===== src/hdl/lss_pkg.sv =====
// ----------------------------------------------------------------------------
// lss_pkg
// Shared widths, request and status codes, and the controller/datapath
// command and status types of the LIFO stack with sorted insert.
// ----------------------------------------------------------------------------
package lss_pkg;

  localparam int unsigned DATA_W            = 32;
  localparam int unsigned REQ_W             = 2;
  localparam int unsigned STAT_W            = 2;
  localparam int unsigned OCC_W             = 5;
  localparam int unsigned DEF_STACK_DEPTH   = 16;

  // Request codes
  localparam logic [REQ_W-1:0] REQ_PUSH    = 2'd0;
  localparam logic [REQ_W-1:0] REQ_POP     = 2'd1;
  localparam logic [REQ_W-1:0] REQ_REVERSE = 2'd2;
  localparam logic [REQ_W-1:0] REQ_INSERT  = 2'd3;

  // Status codes
  localparam logic [STAT_W-1:0] STAT_OK        = 2'd0;
  localparam logic [STAT_W-1:0] STAT_OVERFLOW  = 2'd1;
  localparam logic [STAT_W-1:0] STAT_UNDERFLOW = 2'd2;

  // Load source for the A pointer (insert position / reverse low index)
  typedef enum logic [1:0] {
    A_HOLD,
    A_CNT,
    A_CNT_M1,
    A_ZERO
  } a_sel_e;

  // Read address select
  typedef enum logic [1:0] {
    RD_NONE,
    RD_A,
    RD_A_M1,
    RD_B
  } rd_sel_e;

  // Write address / data select
  typedef enum logic [1:0] {
    WR_NONE,
    WR_A_VAL,
    WR_A_RDATA,
    WR_B_TMP
  } wr_sel_e;

  // Kind of result to load into the output register
  typedef enum logic [1:0] {
    RES_OK,
    RES_POP,
    RES_OVF,
    RES_UNF
  } res_sel_e;

  typedef struct packed {
    logic     val_load;   // capture the request value
    a_sel_e   a_sel;
    logic     a_inc;
    logic     a_dec;
    logic     b_load;     // B <= count - 1
    logic     b_dec;
    rd_sel_e  rd_sel;
    logic     tmp_load;   // tmp <= read data
    wr_sel_e  wr_sel;
    logic     cnt_inc;
    logic     cnt_dec;
    logic     res_load;
    res_sel_e res_sel;
  } cmd_t;

  typedef struct packed {
    logic empty;
    logic full;
    logic lt2;        // fewer than two entries
    logic a_zero;
    logic a_lt_b;
    logic gt;         // read data greater than request value (signed)
  } sts_t;

endpackage


===== src/hdl/lss_if.sv =====
// ----------------------------------------------------------------------------
// lss_if
// Valid/ready channel interfaces for requests and results.
// ----------------------------------------------------------------------------
interface lss_req_if
  import lss_pkg::*;
();
  logic                     valid;
  logic                     ready;
  logic [REQ_W-1:0]         req_type;
  logic signed [DATA_W-1:0] data_value;

  modport source (output valid, output req_type, output data_value, input ready);
  modport sink   (input valid, input req_type, input data_value, output ready);
endinterface

interface lss_rsp_if
  import lss_pkg::*;
();
  logic                     valid;
  logic                     ready;
  logic signed [DATA_W-1:0] popped_value;
  logic [STAT_W-1:0]        status;
  logic [OCC_W-1:0]         occupancy;

  modport source (output valid, output popped_value, output status, output occupancy,
                  input ready);
  modport sink   (input valid, input popped_value, input status, input occupancy,
                  output ready);
endinterface


===== src/hdl/lss_ctrl.sv =====
// ----------------------------------------------------------------------------
// lss_ctrl
// Request sequencer: decodes one request at a time and steps the datapath
// through push, pop, reverse swaps and the insert shift loop.
// ----------------------------------------------------------------------------
module lss_ctrl
  import lss_pkg::*;
(
  input  logic             clk_i,
  input  logic             rst_ni,
  input  logic             req_valid_i,
  output logic             req_ready_o,
  input  logic [REQ_W-1:0] req_type_i,
  output logic             rsp_valid_o,
  input  logic             rsp_ready_i,
  input  sts_t             sts_i,
  output cmd_t             cmd_o
);

  localparam logic [3:0] ST_IDLE      = 4'd0;
  localparam logic [3:0] ST_PUSH      = 4'd1;
  localparam logic [3:0] ST_POP_RD    = 4'd2;
  localparam logic [3:0] ST_INS_CHK   = 4'd3;
  localparam logic [3:0] ST_INS_CMP   = 4'd4;
  localparam logic [3:0] ST_REV_CHK   = 4'd5;
  localparam logic [3:0] ST_REV_RD_LO = 4'd6;
  localparam logic [3:0] ST_REV_RD_HI = 4'd7;
  localparam logic [3:0] ST_REV_WR_LO = 4'd8;
  localparam logic [3:0] ST_REV_WR_HI = 4'd9;
  localparam logic [3:0] ST_FIN_OK    = 4'd10;
  localparam logic [3:0] ST_FIN_POP   = 4'd11;
  localparam logic [3:0] ST_FIN_OVF   = 4'd12;
  localparam logic [3:0] ST_FIN_UNF   = 4'd13;

  logic [3:0] state_q, state_d;
  logic       rsp_valid_q, rsp_valid_d;
  logic       slot_free;
  logic       accept;

  assign req_ready_o = (state_q == ST_IDLE);
  assign accept      = req_valid_i && req_ready_o;
  assign rsp_valid_o = rsp_valid_q;
  assign slot_free   = !rsp_valid_q || rsp_ready_i;

  // Next state and datapath commands
  always_comb begin
    state_d = state_q;
    cmd_o   = '{a_sel: A_HOLD, rd_sel: RD_NONE, wr_sel: WR_NONE, res_sel: RES_OK,
                default: 1'b0};
    unique case (state_q)
      ST_IDLE: begin
        if (req_valid_i) begin
          cmd_o.val_load = 1'b1;
          unique case (req_type_i)
            REQ_PUSH: begin
              cmd_o.a_sel = A_CNT;
              state_d     = sts_i.full ? ST_FIN_OVF : ST_PUSH;
            end
            REQ_POP: begin
              cmd_o.a_sel = A_CNT_M1;
              state_d     = sts_i.empty ? ST_FIN_UNF : ST_POP_RD;
            end
            REQ_REVERSE: begin
              cmd_o.a_sel  = A_ZERO;
              cmd_o.b_load = 1'b1;
              state_d      = sts_i.lt2 ? ST_FIN_OK : ST_REV_CHK;
            end
            REQ_INSERT: begin
              cmd_o.a_sel = A_CNT;
              state_d     = sts_i.full ? ST_FIN_OVF : ST_INS_CHK;
            end
            default: state_d = ST_IDLE;
          endcase
        end
      end
      ST_PUSH: begin
        cmd_o.wr_sel  = WR_A_VAL;
        cmd_o.cnt_inc = 1'b1;
        state_d       = ST_FIN_OK;
      end
      ST_POP_RD: begin
        cmd_o.rd_sel  = RD_A;
        cmd_o.cnt_dec = 1'b1;
        state_d       = ST_FIN_POP;
      end
      // Insert: walk down while the entry below the hole is greater
      ST_INS_CHK: begin
        if (sts_i.a_zero) begin
          cmd_o.wr_sel  = WR_A_VAL;
          cmd_o.cnt_inc = 1'b1;
          state_d       = ST_FIN_OK;
        end else begin
          cmd_o.rd_sel = RD_A_M1;
          state_d      = ST_INS_CMP;
        end
      end
      ST_INS_CMP: begin
        if (sts_i.gt) begin
          cmd_o.wr_sel = WR_A_RDATA;
          cmd_o.a_dec  = 1'b1;
          state_d      = ST_INS_CHK;
        end else begin
          cmd_o.wr_sel  = WR_A_VAL;
          cmd_o.cnt_inc = 1'b1;
          state_d       = ST_FIN_OK;
        end
      end
      // Reverse: swap low and high entries until the pointers meet
      ST_REV_CHK: begin
        state_d = sts_i.a_lt_b ? ST_REV_RD_LO : ST_FIN_OK;
      end
      ST_REV_RD_LO: begin
        cmd_o.rd_sel = RD_A;
        state_d      = ST_REV_RD_HI;
      end
      ST_REV_RD_HI: begin
        cmd_o.rd_sel   = RD_B;
        cmd_o.tmp_load = 1'b1;
        state_d        = ST_REV_WR_LO;
      end
      ST_REV_WR_LO: begin
        cmd_o.wr_sel = WR_A_RDATA;
        state_d      = ST_REV_WR_HI;
      end
      ST_REV_WR_HI: begin
        cmd_o.wr_sel = WR_B_TMP;
        cmd_o.a_inc  = 1'b1;
        cmd_o.b_dec  = 1'b1;
        state_d      = ST_REV_CHK;
      end
      // Result load, held until the output register is free
      ST_FIN_OK, ST_FIN_POP, ST_FIN_OVF, ST_FIN_UNF: begin
        if (slot_free) begin
          cmd_o.res_load = 1'b1;
          state_d        = ST_IDLE;
          priority if (state_q == ST_FIN_POP) cmd_o.res_sel = RES_POP;
          else if (state_q == ST_FIN_OVF)     cmd_o.res_sel = RES_OVF;
          else if (state_q == ST_FIN_UNF)     cmd_o.res_sel = RES_UNF;
          else                                cmd_o.res_sel = RES_OK;
        end
      end
      default: state_d = ST_IDLE;
    endcase
  end

  // Output valid flag
  always_comb begin
    rsp_valid_d = rsp_valid_q;
    if (rsp_valid_q && rsp_ready_i) rsp_valid_d = 1'b0;
    if (cmd_o.res_load)             rsp_valid_d = 1'b1;
  end

  always_ff @(posedge clk_i or negedge rst_ni) begin
    if (!rst_ni) begin
      state_q     <= ST_IDLE;
      rsp_valid_q <= 1'b0;
    end else begin
      state_q     <= state_d;
      rsp_valid_q <= rsp_valid_d;
    end
  end

  // Assertions
  a_accept_leaves_idle: assert property (@(posedge clk_i) disable iff (!rst_ni)
    accept |=> (state_q != ST_IDLE))
    else $error("accepted request did not start work");

  a_rev_ptrs_ordered: assert property (@(posedge clk_i) disable iff (!rst_ni)
    (state_q == ST_REV_RD_LO) |-> sts_i.a_lt_b)
    else $error("reverse swap with crossed pointers");

  a_ins_cmp_not_bottom: assert property (@(posedge clk_i) disable iff (!rst_ni)
    (state_q == ST_INS_CMP) |-> !sts_i.a_zero)
    else $error("insert compare below the bottom of the stack");

endmodule


===== src/hdl/lss_dp.sv =====
// ----------------------------------------------------------------------------
// lss_dp
// Stack datapath: entry memory, entry count, walk pointers, value and swap
// holding registers, and the result register.
// ----------------------------------------------------------------------------
module lss_dp
  import lss_pkg::*;
#(
  parameter int unsigned STACK_DEPTH = DEF_STACK_DEPTH
) (
  input  logic                     clk_i,
  input  logic                     rst_ni,
  input  logic signed [DATA_W-1:0] data_value_i,
  input  cmd_t                     cmd_i,
  output sts_t                     sts_o,
  output logic signed [DATA_W-1:0] popped_value_o,
  output logic [STAT_W-1:0]        status_o,
  output logic [OCC_W-1:0]         occupancy_o
);

  localparam int unsigned AW = $clog2(STACK_DEPTH);
  localparam int unsigned CW = $clog2(STACK_DEPTH + 1);

  logic [DATA_W-1:0]        mem_q [STACK_DEPTH];
  logic [CW-1:0]            cnt_q, cnt_d;
  logic [CW-1:0]            cnt_m1;
  logic [AW-1:0]            a_q, a_d;
  logic [AW-1:0]            b_q, b_d;
  logic signed [DATA_W-1:0] val_q;
  logic signed [DATA_W-1:0] rdata_q;
  logic [DATA_W-1:0]        tmp_q;
  logic                     rd_en;
  logic [AW-1:0]            rd_addr;
  logic                     wr_en;
  logic [AW-1:0]            wr_addr;
  logic [DATA_W-1:0]        wr_data;
  logic [31:0]              cnt_ext;

  assign cnt_m1  = cnt_q - 1'b1;
  assign cnt_ext = 32'(cnt_q);

  // Status to the controller
  assign sts_o.empty  = (cnt_q == '0);
  assign sts_o.full   = (cnt_q == CW'(STACK_DEPTH));
  assign sts_o.lt2    = (cnt_q < CW'(2));
  assign sts_o.a_zero = (a_q == '0);
  assign sts_o.a_lt_b = (a_q < b_q);
  assign sts_o.gt     = (rdata_q > val_q);

  // Entry count
  always_comb begin
    cnt_d = cnt_q;
    if (cmd_i.cnt_inc)      cnt_d = cnt_q + 1'b1;
    else if (cmd_i.cnt_dec) cnt_d = cnt_m1;
  end

  always_ff @(posedge clk_i or negedge rst_ni) begin
    if (!rst_ni) cnt_q <= '0;
    else         cnt_q <= cnt_d;
  end

  // Walk pointers
  always_comb begin
    a_d = a_q;
    unique case (cmd_i.a_sel)
      A_CNT:    a_d = cnt_q[AW-1:0];
      A_CNT_M1: a_d = cnt_m1[AW-1:0];
      A_ZERO:   a_d = '0;
      default: begin
        if (cmd_i.a_inc)      a_d = a_q + 1'b1;
        else if (cmd_i.a_dec) a_d = a_q - 1'b1;
      end
    endcase
    b_d = b_q;
    if (cmd_i.b_load)     b_d = cnt_m1[AW-1:0];
    else if (cmd_i.b_dec) b_d = b_q - 1'b1;
  end

  always_ff @(posedge clk_i) begin
    a_q <= a_d;
    b_q <= b_d;
    if (cmd_i.val_load) val_q <= data_value_i;
    if (cmd_i.tmp_load) tmp_q <= rdata_q;
  end

  // Memory port selects
  always_comb begin
    rd_en   = 1'b1;
    rd_addr = a_q;
    unique case (cmd_i.rd_sel)
      RD_A:    rd_addr = a_q;
      RD_A_M1: rd_addr = a_q - 1'b1;
      RD_B:    rd_addr = b_q;
      default: rd_en   = 1'b0;
    endcase
    wr_en   = 1'b1;
    wr_addr = a_q;
    wr_data = val_q;
    unique case (cmd_i.wr_sel)
      WR_A_VAL:   wr_data = val_q;
      WR_A_RDATA: wr_data = rdata_q;
      WR_B_TMP: begin
        wr_addr = b_q;
        wr_data = tmp_q;
      end
      default:    wr_en   = 1'b0;
    endcase
  end

  // Entry memory, registered read
  always_ff @(posedge clk_i) begin
    if (wr_en) mem_q[wr_addr] <= wr_data;
    if (rd_en) rdata_q <= mem_q[rd_addr];
  end

  // Result register
  always_ff @(posedge clk_i) begin
    if (cmd_i.res_load) begin
      occupancy_o <= cnt_ext[OCC_W-1:0];
      unique case (cmd_i.res_sel)
        RES_POP: begin
          popped_value_o <= rdata_q;
          status_o       <= STAT_OK;
        end
        RES_OVF: begin
          popped_value_o <= '0;
          status_o       <= STAT_OVERFLOW;
        end
        RES_UNF: begin
          popped_value_o <= '1;
          status_o       <= STAT_UNDERFLOW;
        end
        default: begin
          popped_value_o <= '0;
          status_o       <= STAT_OK;
        end
      endcase
    end
  end

  // Assertions
  a_cnt_bounded: assert property (@(posedge clk_i) disable iff (!rst_ni)
    cnt_q <= CW'(STACK_DEPTH))
    else $error("entry count above stack depth");

  a_no_inc_when_full: assert property (@(posedge clk_i) disable iff (!rst_ni)
    cmd_i.cnt_inc |-> !sts_o.full)
    else $error("count increment on a full stack");

  a_no_dec_when_empty: assert property (@(posedge clk_i) disable iff (!rst_ni)
    cmd_i.cnt_dec |-> !sts_o.empty)
    else $error("count decrement on an empty stack");

endmodule


===== src/hdl/lifo_stack_sorted_insert.sv =====
// Each request steps through controller states, one memory access per step: push
// writes the entry, pop reads it, insert moves each greater entry up before writing,
// reverse swaps pairs; rejected requests and reverse of fewer than two entries go
// straight to the result load. One request in flight; the next one is taken in the
// cycle after the result is loaded, even while that result waits in the output register.
// Reset (rst_ni low, asynchronous) empties the stack; no memory clearing pass.
// ----------------------------------------------------------------------------
// lifo_stack_sorted_insert
// Bounded LIFO stack of signed words with push, pop, reverse and ascending
// insert; controller sequences a datapath holding the entry memory.
// ----------------------------------------------------------------------------
module lifo_stack_sorted_insert
  import lss_pkg::*;
#(
  parameter int unsigned STACK_DEPTH = DEF_STACK_DEPTH
) (
  input  logic      clk_i,
  input  logic      rst_ni,
  lss_req_if.sink   req_i,
  lss_rsp_if.source rsp_o
);

  cmd_t cmd;
  sts_t sts;

  lss_ctrl u_ctrl (
    .clk_i       (clk_i),
    .rst_ni      (rst_ni),
    .req_valid_i (req_i.valid),
    .req_ready_o (req_i.ready),
    .req_type_i  (req_i.req_type),
    .rsp_valid_o (rsp_o.valid),
    .rsp_ready_i (rsp_o.ready),
    .sts_i       (sts),
    .cmd_o       (cmd)
  );

  lss_dp #(
    .STACK_DEPTH (STACK_DEPTH)
  ) u_dp (
    .clk_i          (clk_i),
    .rst_ni         (rst_ni),
    .data_value_i   (req_i.data_value),
    .cmd_i          (cmd),
    .sts_o          (sts),
    .popped_value_o (rsp_o.popped_value),
    .status_o       (rsp_o.status),
    .occupancy_o    (rsp_o.occupancy)
  );

endmodule


===== src/flat_wrapper.sv =====
// flat-port wrapper written by rule: the top's interface ports become plain ports
module lifo_stack_sorted_insert_flat import lss_pkg::*;
#(
  parameter int unsigned STACK_DEPTH = DEF_STACK_DEPTH
)
  (clk_i, rst_ni, req_i_valid, req_i_req_type, req_i_data_value, req_i_ready, rsp_o_valid, rsp_o_popped_value, rsp_o_status, rsp_o_occupancy, rsp_o_ready);
  lss_req_if req_i_i ();
  lss_rsp_if rsp_o_i ();
  input  logic clk_i;
  input  logic rst_ni;
  input wire logic [$bits(req_i_i.valid)-1:0] req_i_valid;
  input wire logic [$bits(req_i_i.req_type)-1:0] req_i_req_type;
  input wire logic [$bits(req_i_i.data_value)-1:0] req_i_data_value;
  output wire logic [$bits(req_i_i.ready)-1:0] req_i_ready;
  output wire logic [$bits(rsp_o_i.valid)-1:0] rsp_o_valid;
  output wire logic [$bits(rsp_o_i.popped_value)-1:0] rsp_o_popped_value;
  output wire logic [$bits(rsp_o_i.status)-1:0] rsp_o_status;
  output wire logic [$bits(rsp_o_i.occupancy)-1:0] rsp_o_occupancy;
  input wire logic [$bits(rsp_o_i.ready)-1:0] rsp_o_ready;
  assign req_i_i.valid = req_i_valid;
  assign req_i_i.req_type = req_i_req_type;
  assign req_i_i.data_value = req_i_data_value;
  assign req_i_ready = req_i_i.ready;
  assign rsp_o_valid = rsp_o_i.valid;
  assign rsp_o_popped_value = rsp_o_i.popped_value;
  assign rsp_o_status = rsp_o_i.status;
  assign rsp_o_occupancy = rsp_o_i.occupancy;
  assign rsp_o_i.ready = rsp_o_ready;
  lifo_stack_sorted_insert #(.STACK_DEPTH(STACK_DEPTH)) u_core (.clk_i(clk_i), .rst_ni(rst_ni), .req_i(req_i_i), .rsp_o(rsp_o_i));
endmodule

===== config.mk =====
export PLATFORM = sky130hd
export DESIGN_NAME = lifo_stack_sorted_insert_flat
export DESIGN_NICKNAME = d
export VERILOG_FILES = /design/src/hdl/lss_pkg.sv /design/src/hdl/lss_if.sv /design/src/hdl/lss_ctrl.sv /design/src/hdl/lss_dp.sv /design/src/hdl/lifo_stack_sorted_insert.sv /design/src/flat_wrapper.sv
export SDC_FILE = /design/constraint.sdc
export NUM_CORES = 1
export LEC_CHECK = 0
export ABC_CLOCK_PERIOD_IN_PS = 7800
export BUFFER_PORTS_ARGS = -buffer_cell sky130_fd_sc_hd__clkbuf_2
export CAP_MARGIN = 20
export CORE_ASPECT_RATIO = 0.75
export CORE_MARGIN = 5
export CORE_UTILIZATION = 50
export DETAILED_ROUTE_END_ITERATION = 8
export PLACE_DENSITY = 0.74
export SYNTH_ARGS = -nofsm -noshare
export SYNTH_HDL_FRONTEND = slang
export SYNTH_SLANG_ARGS = --single-unit

===== constraint.sdc =====
create_clock -name clk_i -period 7.8 [get_ports clk_i]
set_clock_uncertainty 0.15 [all_clocks]
set_input_delay 0.78 -clock clk_i [delete_from_list [all_inputs] [get_ports clk_i]]
set_output_delay 0.78 -clock clk_i [all_outputs]
set_load 0.01 [all_outputs]

==> run summary <==
CTS resizes = 0
layout cells sized above 1 = 23.4%
clk root buf = clkbuf_16
area grow syn2layout = 12.5%
Synth area leader = edfxtp_1
VDD IR max = 0.438 mV
CTS tree = built
sequential share of the synthesized area = 74.3%
Clock power frac = 22.8%
Critical Path AT = 4760 ps
final WL = 63400 um
FF+latch count, synth = 665
multi-input logic area = 6510 um^2
DR vias/cell = 6.28
Crit path max-delay family = buffers and inverters
Final Hold Viols = 0
NetSw = 4.43 mW
final-stage net count = 1594
Total GRT Usage = 21.4%
core footprint = 53100 um^2
Rel. slew slack = 30.7%
# diodes = 0
max-slew violation count = 0
routability cong. = 0.782
max-cap viol count = 0
via count = 14260
Power Internal = 8.63 mW
Main synth FF type = edfxtp_1
Yosys warning count = 0
fillers = 3851
Max clock buf depth = 3
Crit path largest cell delay = 1020 ps
Sequential Area = 19900 um^2
IO Count = 79
setup TNS = 0 ps
Unique masters post-synth = 55
number of remaining DRC errors = 0
H-tree Lvls = 2
Routed WL per cell = 28.0 um
Post-CTS Setup Inserts = 0
cell chain of the critical path = buf_4, nand2_1, nor2_1, nor2_1, a221oi_4, buf_4, mux4_2, a22oi_1, nand2_1
Post-DRT Antenna Nets = 0
Period minus WS final = 4540 ps
Async S/R FF share, synth = 1.50%
Hold WC Path Type = in -> reg
std cell rows = 73
first-pass GRT wire length = 93200 um
Post-Syn Instances = 1410
clk_lat worst skew = 610 ps
DP HPWL = 33000 um
Switching Fraction = 33.9%
Avg Inst Size Synth = 19.0 um^2
Post-synth EDFFs = 655
Pleak = 10.1 nW
TritonCTS sink count = 665
CP Capture Type = register
PD cells = 432 nW/um^2
CTS buffer count = 58
Post-CTS Hold Fix Bufs = 1
Reg clk slew, reported paths = 70 ps
top cells by count, synth = edfxtp_1 (655), mux4_2 (128), a22oi_1 (66)
Setup CP Type = reg -> reg
CP max stage cell = dfrtp_1
status = completed
Detailed Route Iter0 Violations = 1873
chip height = 211 um
synthesized area = 26800 um^2
Seq pwr share = 43.2%
RSZ-0062 raised after global routing = no
drt pass-1 iters = 5
measured slew at the worst slew-check pin = 1040 ps
combinational group share of total power = 34.0%
Setup violations, final = 0
number of port buffers = 78
Hold Crit Start = req_i_data_value[18]
most common cell in the netlist = edfxtp_1
Syn Nets = 1496
CP Data Required Time = 8010 ps
Design Power = 13.1 mW
Initial Util = 50.5%
Critical Path Fanout Max = 51
fmax = 220 MHz
CP startpoint kind = register
Synth area leaders = edfxtp_1 (73%), mux4_2 (11%), ha_1 (2.2%)
Final Cycle Share = 58.3%
largest net degree at the start of global routing = 105
vias in the first global route = 14196
Critical Path Start = u_core.u_ctrl.state_q[0]$_DFFE_PN0P_
antenna violations before repair = 0
Buf/Inv on CP = 2
die area = 58400 um^2
Die Wd = 277 um
GRT Residual Overflow = 0
post-synth top area share = 73.3%
RR Startpoint = u_core.u_ctrl.state_q[0]$_DFFE_PN0P_
[cell usage in the layout (no fill, tap or decap), types with 30 or more instances in the layout]
| cell type | instances |
|---|---|
| clkbuf_2 | 78 |
| a22oi_1 | 66 |
| mux4_2 | 128 |
| clkbuf_16 | 59 |
| and3_1 | 33 |
| a21oi_1 | 30 |
| buf_4 | 34 |
| ha_1 | 48 |
| edfxtp_1 | 655 |
| nand2_1 | 60 |
| inv_1 | 48 |
| o21a_1 | 34 |
| a221o_1 | 33 |
[cell families after synthesis]
| kind of cell | after synthesis | synth area share, % |
|---|---|---|
| AOI/OAI and AO/OA | 222 | 6.14 |
| xor gates and xnor gates | 12 | 0.392 |
| adders and majority gates | 48 | 2.24 |
| buffers and inverters | 127 | 2.24 |
| DFF | 665 | 74.3 |
| muxes | 132 | 10.9 |
| and+or+nand+nor | 204 | 3.81 |
[through the flow]
step	worst slack [ps]	utilization [%]	std cells	area, um^2	hold WS [ps]
after global routing	3050	56.9	2269	30200	171
after detailed placement	3320	53.1	2158	28200	358
final	3260	56.9	2269	30200	195
after global placement	3420	53.1	2158	28200	340
after CTS	3310	56.8	2268	30200	168
after floorplan	3630	-	1410	26800	273
[sequential cells by signal, indices dropped and copies added (netlist names)]
register / flops
u_core.u_ctrl.rsp_valid_o: 1
u_core.u_ctrl.state_q: 4
u_core.u_dp.a_q: 4
u_core.u_dp.b_q: 4
u_core.u_dp.cnt_q: 5
u_core.u_dp.mem_q: 512
u_core.u_dp.occupancy_o: 5
u_core.u_dp.popped_value_o: 32
u_core.u_dp.rdata_q: 32
u_core.u_dp.status_o: 2
u_core.u_dp.tmp_q: 32
u_core.u_dp.val_q: 32
[layout make-up]
type	count	share of cell area, %
sequential	665	66.0
multi-input combinational	618	21.6
inverter	50	0.622
clock inverter	40	1.51
clock buffer	69	5.02
timing repair buffer	115	2.33
tap	712	2.95
[worst paths after layout]
path	end	slack, ps	depth (start not counted)
max	u_core.u_dp.rdata_q[16]$_DFFE_PP_	3260	9
min	u_core.u_dp.val_q[18]$_DFFE_PP_	200	1
max reg2reg	u_core.u_dp.rdata_q[16]$_DFFE_PP_	3260	9
min reg2reg	u_core.u_dp.tmp_q[14]$_DFFE_PP_	370	0
max in group asynchronous	u_core.u_ctrl.rsp_valid_o$_DFFE_PN0P_	6830	2
min in group asynchronous	u_core.u_ctrl.state_q[0]$_DFFE_PN0P_	440	2
[power groups by stage]
stage | Combinational, mW | Clock, mW | Sequential [mW]
3_5_place_dp | 4.41 | 0 | 5.70
3_3_place_gp | 4.29 | 0 | 5.67
2_1_floorplan | 3.13 | 0 | 5.55
6_report | 4.44 | 2.97 | 5.64
5_1_grt | 4.78 | 3.17 | 5.69
4_1_cts | 4.43 | 3.01 | 5.63
[per-layer routing]
metal | part of all wire, % | GRT usage, %
met1 | 40 | 31.6
met2 | 46 | 32.5
met3 | 11 | 5.58
met4 | 2.4 | 5.17
met5 | 0 | 0
Note: power is estimated with default switching activity, not from simulation.
